--- src/max_pool_clamp_f32_defines.svh ---
// Assertion macros used by the max pooling top level.
`ifndef MAX_POOL_CLAMP_F32_DEFINES_SVH
`define MAX_POOL_CLAMP_F32_DEFINES_SVH
`ifndef NO_ASSERTIONS
`define MPC_ASSERT_SAME(label, ante, cons) \
  label: assert property (@(posedge clk) disable iff (rst) (ante) |-> (cons)) \
    else $error("assertion failed");
`define MPC_ASSERT_NEXT(label, ante, cons) \
  label: assert property (@(posedge clk) disable iff (rst) (ante) |=> (cons)) \
    else $error("assertion failed");
`else
`define MPC_ASSERT_SAME(label, ante, cons)
`define MPC_ASSERT_NEXT(label, ante, cons)
`endif
`endif

--- src/mpc_ram.sv ---
// Generic single-port-write, registered-read RAM.
`timescale 1ns / 1ps
module mpc_ram #(
  parameter int unsigned WIDTH = 32,
  parameter int unsigned DEPTH = 64
) (
  input  logic                             clk,
  input  logic                             we,
  input  logic [$clog2(DEPTH > 1 ? DEPTH : 2)-1:0] waddr,
  input  logic [WIDTH-1:0]                 wdata,
  input  logic                             re,
  input  logic [$clog2(DEPTH > 1 ? DEPTH : 2)-1:0] raddr,
  output logic [WIDTH-1:0]                 rdata
);
  logic [WIDTH-1:0] mem [DEPTH];

  always_ff @(posedge clk) begin
    if (we) begin
      mem[waddr] <= wdata;
    end
    if (re) begin
      rdata <= mem[raddr];
    end
  end
endmodule

--- config.mk ---
export PLATFORM = sky130hd
export DESIGN_NAME = mpc_ram
export DESIGN_NICKNAME = d
export VERILOG_FILES = /design/src/max_pool_clamp_f32_defines.svh /design/src/mpc_ram.sv
export SDC_FILE = /design/constraint.sdc
export NUM_CORES = 2
export LEC_CHECK = 0
export BUFFER_PORTS_ARGS = -buffer_cell sky130_fd_sc_hd__buf_4
export CAP_MARGIN = 25
export CORE_MARGIN = 1.5
export CORE_UTILIZATION = 57
export CTS_CLUSTER_SIZE = 24
export DETAILED_ROUTE_END_ITERATION = 6
export GPL_ROUTABILITY_DRIVEN = 0
export PLACE_DENSITY = 0.76
export SLEW_MARGIN = 20
export SYNTH_ARGS = -nofsm -noshare
export SYNTH_HDL_FRONTEND = slang
export SYNTH_SLANG_ARGS = --single-unit
--- constraint.sdc ---
create_clock -name clk -period 3.74 [get_ports clk]
set_input_delay 0.561 -clock clk [delete_from_list [all_inputs] [get_ports clk]]
set_output_delay 0.561 -clock clk [all_outputs]
set_load 0.01 [all_outputs]
Word level (Yosys, flattened, before mapping). Memories as Yosys holds them, arrays and structs flattened. A register that Yosys moved wholly into a read port is not among the register bits. Cells that the tools add are included.

Bits in registers: 0. Bits in writable memories: 2048. Input bits: 47. Word-level logic and storage cells: 3. Memories: 1. Output and inout port bits: 32.

Memories: mem (words 64, bits a word 32, read ports 1, clocked after memory_dff 1, write ports 1, line mpc_ram.sv:15) `logic [WIDTH-1:0] mem [DEPTH];`.

Muxes and demuxes: 2.

Operators by type and width (count): 2-to-1 mux 1 bit (2).

Depth between registers and ports, before layout.
Depth after elaboration: 2. Depth in mapped cells: 10. Gate-level depth less buffers: 5.

Worst setup path before layout. Ideal clock, no wire load.

Kind: input to register. From: input port waddr[3] in the netlist's numbering. To: memory mem[48][0] (enable). Required time: 3.279 ns. Buffers on the path: 1. Arrival: 3.260 ns. Setup slack: 0.019 ns. Stages: 4. Cells stage by stage: clkbuf_1 -> nor2b_1 -> nand4b_1 -> nor3_1.

RTL lines: start, declared (line mpc_ram.sv:9) `input logic [$clog2(DEPTH > 1 ? DEPTH : 2)-1:0] waddr,`; end, declared (line mpc_ram.sv:15).

No word-level cell before the write port.

==> run_results.csv <==
group,metric,value,unit
clock_tree,post_cts_resized,0,
finish,syn2layout_area_growth,13.42,%
logic_synthesis,ys_warn_count,0,
floorplan,io_pins,79,
floorplan,rows,136,
sta,period_share,78.47,%
logic_synthesis,syn_area_per_cell,23.72,um2
clock_tree,cts_buffers,193,
global_routing,grt_max_degree,74,
global_routing,track_usage,29.38,%
logic_synthesis,synth_area,0.07884,mm2
logic_synthesis,yosys.area_share.adder,0,%
floorplan,die_h,374.9,um
route,drc_errors,0,
job,maxCapViolCount,0,
floorplan,die_x,374.9,um
logic_synthesis,synth.most_common_cell,"edfxtp_1",
logic_synthesis,synthMuxAreaShare,16.72,%
sta,fin_setup_tns,0,ns
sta,rsz0062_at_grt,"no",
clock_tree,holdBufCountCts,0,
critical_path,critPathCaptureType,"register",
finish,layout.nets,3655,
place,io_buffer_count,78,
clock_tree,clockBufferDepth,3,
logic_synthesis,synth_seq_cells,2080,
critical_path,critical_path_class,"in -> reg",
global_routing,antenna_found_initial,10,
critical_path,cp_cell_sequence,"buf_8 > buf_12 > buf_4 > mux4_2 > mux4_2 > o22ai_1 > nor2_1",
route,vias_per_cell,6.939,
route,drtAntennaViolNets,0,
route,num_vias,38600,
floorplan,fp.dieArea,0.1405,mm2
route,drt_iter0_drc,5810,
power_and_ir_drop,p_leak,0.02789,uW
critical_path,slowest_stage,"o22ai_1",
power_and_ir_drop,pwr_density_cell,527.4,mW/mm2
critical_path,path_max_fanout,38,
floorplan,initial_core_util,57.41,%
sta,setup_viol_count_final,0,
place,dpl.hpwl,108100,um
floorplan,coreArea,0.1373,mm2
clock_tree,cts.sinks,2080,
worst_hold_path,min_path_type,"in -> reg",
critical_path,path_buf_inv,3,
sta,slew-limit-headroom,33.53,%
global_routing,first_global_vias,38430,
route,routedWlPerCell,36.51,um
clock_tree,clkLatencyLatePin,0.84,ns
critical_path,critPathMostFrequentCell,"mux4_2",
logic_synthesis,synth_compound_area_share,1.666,%
logic_synthesis,netlist_top_cells_count,"edfxtp_1 (2080), mux4_2 (544), nor2_1 (137)",
sta,finClkSkew,0.03106,ns
logic_synthesis,synth_enable_flop_cells,2080,
critical_path,cp.required,4.29,ns
logic_synthesis,synth_cell_types,33,
clock_tree,h-tree-depth,4,
logic_synthesis,syn-num-nets,3371,
logic_synthesis,seq_area_frac_synth,79.23,%
logic_synthesis,synth_area_leaders,"edfxtp_1 (79%), mux4_2 (16%), mux2i_1 (1.2%)",
power_and_ir_drop,ir_worst_vdd,0.5438,mV
critical_path,arrival,3.48,ns
route,wl,203100,um
finish,drive_gt1_share,30.34,%
sta,period_minus_slack,2.935,ns
clock_tree,cts_setup_buffers,0,
logic_synthesis,synth_top_cell_area_share,79.23,%
route,dr.pass1.iters,6,
logic_synthesis,synthArstFlopShare,0,%
logic_synthesis,ys.flop_type,"edfxtp_1",
logic_synthesis,yosys.area.top_type,"edfxtp_1",
clock_tree,root_buffer,"clkbuf_16",
global_routing,overflow,0,
clock_tree,cts_tree,"yes",
place,placed_area,0.08344,mm2
logic_synthesis,synthXorXnorAreaFrac,0,%
sta,hold_viol,0,
run_status,status,"finished, final reports clean",
global_routing,grt_pass1_wl,287000,um
finish,design_area,0.08941,mm2
clock_tree,clk_pin_slew,0.06,ns
logic_synthesis,synth_top_family_by_area,"multiplexers",
critical_path,start_kind,"primary input",
logic_synthesis,syn_inst,3324,
sta,max_freq,340.7,MHz
sta,slew_viol_final,0,
sta,worst_slew_pin_slew,0.9970,ns
critical_path,critical-path-max-stage-delay,0.59,ns
critical_path,cp_top_family,"multiplexers",
logic_synthesis,synth-simple-area-share,1.260,%
[metrics by stage]
step                      total power, uW  util (%)  hold slack [ns]  instances  setup slack (ns)
after global routing                48270     65.11           0.1318       5561            0.8331
final                               47160     65.11           0.1370       5562            0.8053
after detailed placement            28860     60.76           0.8123       5207         -0.003173
after floorplan                     27660         -           0.6599       3324           0.01924
after global placement              28800     60.75           0.8327       5205           -0.2020
after CTS                           47290     65.10          0.08992       5558            0.8629
[sequential cells by signal, indices dropped and copies added, names as in the netlist]
name	cells
rdata	32
mem	2048
[worst reg2reg max path, cell delays in order, from the launching register on]
cell,delay [ns]
edfxtp_1,0.39
mux4_2,0.48
mux4_2,0.53
o22ai_1,0.79
nor2_1,0.20
[final cells by class]
class / count / area (um2)
antenna: 4 / 10.01
clock buffer: 244 / 5127
clock inverter: 107 / 832.0
fill: 8183 / 47910
multi-input combinational: 1062 / 15970
sequential: 2080 / 62460
tap: 1794 / 2245
timing repair buffer: 271 / 2770
[power by group]
group | internal, uW | total [uW] | switching (uW) | leakage [uW]
Combinational | 954 | 2450 | 1500 | 0.00624
Clock | 10400 | 18700 | 8370 | 0.00292
Sequential | 25900 | 26000 | 95.8 | 0.0187
[final timing paths]
kind                         from               endpoint  slack (ns)  depth (start not counted)
min                      waddr[1]  mem[48][23]$_DFFE_PP_        0.14                          2
max reg2reg  mem[12][2]$_DFFE_PP_     rdata[2]$_DFFE_PP_        1.05                          4
max                      raddr[0]    rdata[19]$_DFFE_PP_        0.81                          7
min reg2reg  mem[28][4]$_DFFE_PP_     rdata[4]$_DFFE_PP_        0.83                          4
[per-layer routing]
metal	vias to the layer above	wire length, um	GRT usage [%]
met1	20290	70760	40.78
met5	-	56	0
met2	2996	98100	46.35
met4	10	8606	11.66
met3	438	25540	6.278
li1	14860	-	-
[cells by family after synthesis]
group / after synthesis
DFF: 2080
muxes: 637
and+or+nand+nor: 223
AOI/OAI and AO/OA: 202
buffers and inverters: 182
[cells in the final DEF, fill, tap and decap left out, drive strengths merged, types with 5 or more instances in the layout]
master / synthesis / final
clkinv: 0 / 88
nand2: 26 / 26
clkbuf: 74 / 244
nor2: 137 / 137
nor2b: 15 / 15
o221ai: 27 / 27
a21oi: 62 / 62
or3b: 5 / 5
mux4: 544 / 544
bufinv: 0 / 10
o22ai: 84 / 84
a22oi: 12 / 12
nand3b: 5 / 5
edfxtp: 2080 / 2080
nand3: 5 / 5
a311oi: 8 / 8
nor3: 7 / 7
nand2b: 8 / 8
mux2i: 93 / 93
inv: 0 / 6
buf: 108 / 271
Note: power is estimated with default switching activity, not from simulation.
