<file path="config.mk">
export PLATFORM = sky130hd
export DESIGN_NAME = mpc_lane
export DESIGN_NICKNAME = d
export VERILOG_FILES = /design/src/max_pool_clamp_f32_defines.svh /design/src/mpc_pkg.sv /design/src/mpc_lane.sv
export SDC_FILE = /design/constraint.sdc
export NUM_CORES = 1
export LEC_CHECK = 0
export BUFFER_PORTS_ARGS = -buffer_cell sky130_fd_sc_hd__buf_4
export CORE_MARGIN = 1.5
export CORE_UTILIZATION = 50
export DETAILED_ROUTE_END_ITERATION = 7
export GPL_TIMING_DRIVEN = 0
export PLACE_DENSITY = 0.87
export SYNTH_ARGS = -nofsm -noshare
export SYNTH_HDL_FRONTEND = slang
export SYNTH_SLANG_ARGS = --single-unit
export TNS_END_PERCENT = 100
</file>
<file path="constraint.sdc">
create_clock -name vclk -period 14.5
set_clock_uncertainty 0.15 [all_clocks]
set_input_delay 2.9 -clock vclk [all_inputs]
set_output_delay 2.9 -clock vclk [all_outputs]
set_load 0.005 [all_outputs]
</file>
<file path="src/max_pool_clamp_f32_defines.svh">
// Assertion macros used by the max pooling top level.
`ifndef MAX_POOL_CLAMP_F32_DEFINES_SVH
`define MAX_POOL_CLAMP_F32_DEFINES_SVH
`ifndef NO_ASSERTIONS
`define MPC_ASSERT_SAME(label, ante, cons) \
  label: assert property (@(posedge clk) disable iff (rst) (ante) |-> (cons)) \
    else $error("assertion failed");
`define MPC_ASSERT_NEXT(label, ante, cons) \
  label: assert property (@(posedge clk) disable iff (rst) (ante) |=> (cons)) \
    else $error("assertion failed");
`else
`define MPC_ASSERT_SAME(label, ante, cons)
`define MPC_ASSERT_NEXT(label, ante, cons)
`endif
`endif

</file>
<file path="src/mpc_pkg.sv">
// Package with constants, register codes and float helpers for the max pooling block.
`timescale 1ns / 1ps
package mpc_pkg;
  localparam int unsigned DEF_MAX_CHANNELS = 256;
  localparam int unsigned DEF_MAX_KERNEL = 256;
  localparam int unsigned DEF_LANES = 4;
  localparam int unsigned FW = 32;
  localparam int unsigned CFG_W = 9;
  localparam int unsigned IDX_W = 8;

  typedef enum logic [IDX_W-1:0] {
    REG_KERNEL_SIZE = 8'd0,
    REG_CHANNEL_COUNT = 8'd1,
    REG_CLAMP_MIN = 8'd2,
    REG_CLAMP_MAX = 8'd3
  } reg_idx_t;

  typedef logic [FW-1:0] fbits_t;

  // Maps a float onto an unsigned key whose order follows the numeric order.
  function automatic logic [FW-1:0] f_key(input fbits_t a);
    f_key = a[FW-1] ? ~a : (a | {1'b1, {(FW-1){1'b0}}});
  endfunction

  function automatic logic f_nan(input fbits_t a);
    f_nan = (a[30:23] == 8'hFF) && (a[22:0] != 23'd0);
  endfunction

  // Numeric a > b; false on any NaN and for two zeros.
  function automatic logic f_gt(input fbits_t a, input fbits_t b);
    f_gt = !f_nan(a) && !f_nan(b) && !((a[30:0] == 31'd0) && (b[30:0] == 31'd0))
           && (f_key(a) > f_key(b));
  endfunction
endpackage

</file>
<file path="src/mpc_lane.sv">
// One channel lane: running maximum update and output clamp.
`timescale 1ns / 1ps
module mpc_lane (
  input  logic                  first,
  input  mpc_pkg::fbits_t       x,
  input  mpc_pkg::fbits_t       held,
  input  mpc_pkg::fbits_t       cmin,
  input  mpc_pkg::fbits_t       cmax,
  output mpc_pkg::fbits_t       new_max,
  output mpc_pkg::fbits_t       clamped
);
  import mpc_pkg::*;
  fbits_t t;

  always_comb begin
    new_max = (first || f_gt(x, held)) ? x : held;
    t = f_gt(new_max, cmax) ? cmax : new_max;
    clamped = f_gt(cmin, t) ? cmin : t;
  end
endmodule

</file>
Word level (Yosys, flattened, before mapping)
Cells that the tools add are included.
{ "totals": {"ff_bits": 0, "mem_bits_ro": 0, "mem_count": 0, "in_bits": 129, "latchBits": 0, "ram_bits": 0} }
{ "op_classes": {"bitwise": 6, "n_reduce_logical": 40, "addsub": 0, "shift": 0, "eq_ne": 6, "multipliers": 0, "n_div": 0, "magnitude_cmp": 3, "n_mux": 9} }
{ "ops": {"columns": ["cell", "n"], "rows": [
  ["2-to-1 mux 32 bit", 9],
  ["NOT 32 bit", 6],
  ["zero test 31 bit", 6],
  ["nonzero test 23 bit", 6],
  ["greater-than comparator 32 bit", 3],
  ["== test 8 bit (second input constant)", 6],
  ["logical AND 1 bit", 18],
  ["zero test 1 bit", 9],
  ["logical OR 1 bit", 1]
]} }

Logic depth before layout (Yosys ltp)
{ "logic_depth": {"word_depth": 22, "depth_mapped": 37, "depth_no_buf": 32} }

Worst setup path before layout
OpenSTA, ideal clock, no wires.
{ "synth_timing": {"path_type": "input -> output", "startpoint": "input x[31]", "endpoint": "output clamped[0]", "stages": 35, "path_buffers": 5, "setup_slack_ns": 1.060, "arrival_time_ns": 10.390, "path_cell_list": "clkbuf_1 clkbuf_1 xor2_1 ha_1 a21oi_1 nand2_1 a221o_1 o31a_1 o32ai_4 clkbuf_1 mux2_2 xnor2_1 ha_1 nand4_1 nor2_1 nand3_1 nor4_1 o21ai_0 a31oi_1 o21ai_2 o21ai_1 buf_4 xnor2_1 ha_1 a21o_1 a21o_1 a2111oi_0 o21ai_0 o211ai_1 a31oi_1 a211oi_1 o31ai_1 nor4b_4 buf_6 mux2i_1"} }
{ "synth_between": {"elab_chain_cells": 20, "elab_cells_between_ends": 34} }
{ "synth_lines": {"columns": ["item", "line_no", "source"], "rows": [
  ["start, declared", "mpc_lane.sv:5", "input mpc_pkg::fbits_t x,"],
  ["NOT 32 bit", "mpc_pkg.sv:22", "f_key = a[FW-1] ? ~a : (a | {1'b1, {(FW-1){1'b0}}});"],
  ["2-to-1 mux 32 bit (*)", "mpc_pkg.sv:22", null],
  ["greater-than comparator 32 bit (*)", "mpc_pkg.sv:32", "&& (f_key(a) > f_key(b));"],
  ["logical AND 1 bit (*)", "mpc_pkg.sv:32", null],
  ["logical OR 1 bit (*)", "mpc_lane.sv:16", "new_max = (first || f_gt(x, held)) ? x : held;"],
  ["2-to-1 mux 32 bit (*)", "mpc_lane.sv:16", null],
  ["net new_max[27]", "mpc_lane.sv:9", "output mpc_pkg::fbits_t new_max,"],
  ["branches (longest 6 deep; another with greater-than comparator 32 bit)", null, null],
  ["2-to-1 mux 32 bit (*)", "mpc_lane.sv:17", "t = f_gt(new_max, cmax) ? cmax : new_max;"],
  ["branches (longest 6 deep; another with greater-than comparator 32 bit)", null, null],
  ["2-to-1 mux 32 bit (*)", "mpc_lane.sv:18", "clamped = f_gt(cmin, t) ? cmin : t;"],
  ["end, declared", "mpc_lane.sv:10", "output mpc_pkg::fbits_t clamped"]
]} }
Mark *: on every way through the listed nets, which the timed path passes.

Worst setup path in the final report
{ "layout_timing": {"startpoint": "input x[31]", "endpoint": "output clamped[25]"} }
{ "layout_between": {"elab_chain_cells": 20, "elab_cells_between_ends": 34} }
{ "layout_lines": {"columns": ["item", "line_no"], "rows": [
  ["NOT 32 bit", "mpc_pkg.sv:22"],
  ["2-to-1 mux 32 bit", "mpc_pkg.sv:22"],
  ["greater-than comparator 32 bit", "mpc_pkg.sv:32"],
  ["logical AND 1 bit", "mpc_pkg.sv:32"],
  ["logical OR 1 bit", "mpc_lane.sv:16"],
  ["2-to-1 mux 32 bit (*)", "mpc_lane.sv:16"],
  ["branches (longest 6 deep; another with greater-than comparator 32 bit)", null],
  ["2-to-1 mux 32 bit (*)", "mpc_lane.sv:17"],
  ["branches (longest 6 deep; another with greater-than comparator 32 bit)", null],
  ["2-to-1 mux 32 bit (*)", "mpc_lane.sv:18"]
]} }
Mark *: on every way between the ends.

==> impl_metrics.csv <==
group,metric,value,unit
run_status,status,"finished, final reports clean",
layout,design.seq.count,0,
sta,fin_ws,0.464,ns
logic_synthesis,mappedNetlistArea,5490,µm²
drt,drcViolationCount,0,
sta,fin_tns_setup,0,ns
global_routing,grt_most_used_layer,"met2",
floorplan,core,10700,µm²
global_routing,grt_usage,28.1,%
layout,stdcell_count,1009,
critical_path,end_kind,"output port",
critical_path,max_stage_delay,0.44,ns
global_routing,use_met3,2.06,%
global_routing,grt_max_degree,11,
drt,drt_iter0_markers,361,
drt,drt-total-wl,17200,µm
power,power.density,86.6,nW/µm²
critical_path,crit_buf_inv,7,
job,maxCapViolCount,0,
placed_design,portBuffers,191,
logic_synthesis,synth_nets,900,
floorplan,start_util,51.0,%
placed_design,dp_hpwl,15000,µm
power,total_power,0.000624,W
placed_design,gp_congestion,0.945,
critical_path,path_class,"in2out",
critical_path,cp_max_fo,10,
critical_path,critPathLaunchType,"input port",
critical_path,path_delay_family,"compound AO/OA/AOI/OAI gates",
sta,max_clock_freq,71.2,MHz
layout,antenna_cells,0,
layout,drive_gt1_share,29.6,%
sta,hold_viol,0,
logic_synthesis,yosys_warnings,0,
layout,area_growth,31.5,%
logic_synthesis,netlist-cell-type-count,49,
drt,routed_via_density,5.76,
sta,setup-violations-final,0,
sta,maxSlewHeadroom,53.7,%
floorplan,die_h,108,µm
placed_design,dp_cells,1006,
sta,tightest_slew,0.689,ns
global_routing,grt.met1_usage,35.8,%
worst_hold_path,worst_hold_path_type,"in2out",
floorplan,row_count,38,
floorplan,die_area,11600,µm²
sta,drv_slew,0,
placed_design,post-place-ws,-0.922,ns
drt,dr.pass1.iters,5,
layout,nets,1096,
drt,vias,5809,
placed_design,dpl_cell_area,7090,µm²
logic_synthesis,synthCells,675,
logic_synthesis,synth_common_cells,"xnor2_1 (122), ha_1 (96), mux2i_1 (65), xor2_1 (64), inv_1 (38)",
floorplan,pin_count,193,
floorplan,die_x,108,µm
logic_synthesis,synthTopCellsByArea,"ha_1 (22%), xnor2_1 (19%), mux2i_1 (12%), xor2_1 (10%), mux2_2 (6.2%)",
sta,fin_crit_sh,96.8,%
critical_path,cp_slowest_cell,"mux2_2",
sta,period_needed,14.04,ns
layout,regArea,0,µm²
global_routing,grt_pass1_wl,26400,µm
layout,fillers,915,
layout,nClkBuffers,0,
critical_path,critical_path_required,11.45,ns
global_routing,grt_pass1_vias,5570,
logic_synthesis,synth_top_area_share,21.9,%
drt,wl_per_cell,17.0,µm
power,irDropWorstVdd,60.8,µV
logic_synthesis,synth_most_common_cell,"xnor2_1",
critical_path,arrival,10.99,ns
logic_synthesis,yosysTopAreaCell,"ha_1",
global_routing,antenna_found_initial,0,
logic_synthesis,avgSynthCellArea,8.13,µm²
power,p_leak,3.37,nW
layout,postLayoutCellArea,7210,µm²
logic_synthesis,synth-seq-area-share,0,%
global_routing,use_met2,50.2,%
drt,ant_nets,0,
global_routing,overflow,0,
-- tightest hold or removal path: stages --
cell and delay [ns]:
buf_4 0.12, inv_1 0.04, mux2i_1 0.06, buf_4 0.13
-- routing by layer --
layer | vias up | share of wire, %
met5 | - | 0
met4 | 0 | 3.0
met3 | 38 | 6.6
met2 | 219 | 49
met1 | 2716 | 42
li1 | 2836 | -
-- cell usage in the layout (no fill, tap or decap), drive strengths merged, types with 2 or more instances in the layout --
cell type	n
a211oi	3
a21o	12
a21oi	27
a31oi	3
buf	211
clkbuf	14
ha	96
inv	39
mux2	31
mux2i	65
nand2	18
nand2b	2
nand3	11
nand4	29
nor2	19
nor2b	7
nor3	13
nor4	30
nor4b	2
o211ai	3
o21a	5
o21ai	19
o31ai	2
o41ai	2
or3	4
or4	3
xnor2	122
xor2	64
-- final timing paths --
| kind | from | endpoint | cells after the start |
|---|---|---|---|
| max | x[31] | clamped[25] | 37 |
| min | cmin[9] | clamped[9] | 4 |
-- power by group --
group | leakage (nW) | switching (W) | internal (W)
Combinational | 3.37 | 0.000306 | 0.000318
Clock | 0 | 0 | 0
Sequential | 0 | 0 | 0
Total | 3.37 | 0.000306 | 0.000318
-- kinds of logic (layout without fill, tap and decap cells) --
kind of cell             after synthesis  after routing  share of synthesized area [%]
adder cells (fa/ha/maj)               96             96                           21.9
AO/OA/AOI/OAI                         87             87                           10.5
AND/OR/NAND/NOR                      140            140                           14.2
buffers and inverters                 70            264                           5.47
multiplexers                          96             96                           18.2
XOR/XNOR                             186            186                           29.7
-- area by class of cell --
type               count  area (µm²)  share of cell area [%]
inverters             39         146                    2.03
repair buffers       195        1460                    20.3
plain buffers         30         190                    2.64
multi-input cells    605        5240                    72.6
well taps            140         175                    2.43
-- metrics by stage --
stage	hold slack, ns	utilization [%]
floorplan	5.74	-
global placement	6.00	66.0
detailed placement	6.00	66.0
CTS	6.01	66.7
global route	6.02	67.1
finish	6.00	67.1
-- repair_timing --
action / CTS / global route
gates cloned: 0 / 0
hold buffers: 0 / 0
buffers inserted: 1 / 3
pin swaps: 0 / 2
endpoints found under the setup margin: 32 / 32
gates resized for setup: 21 / 17
(Power assumes the default switching activity.)
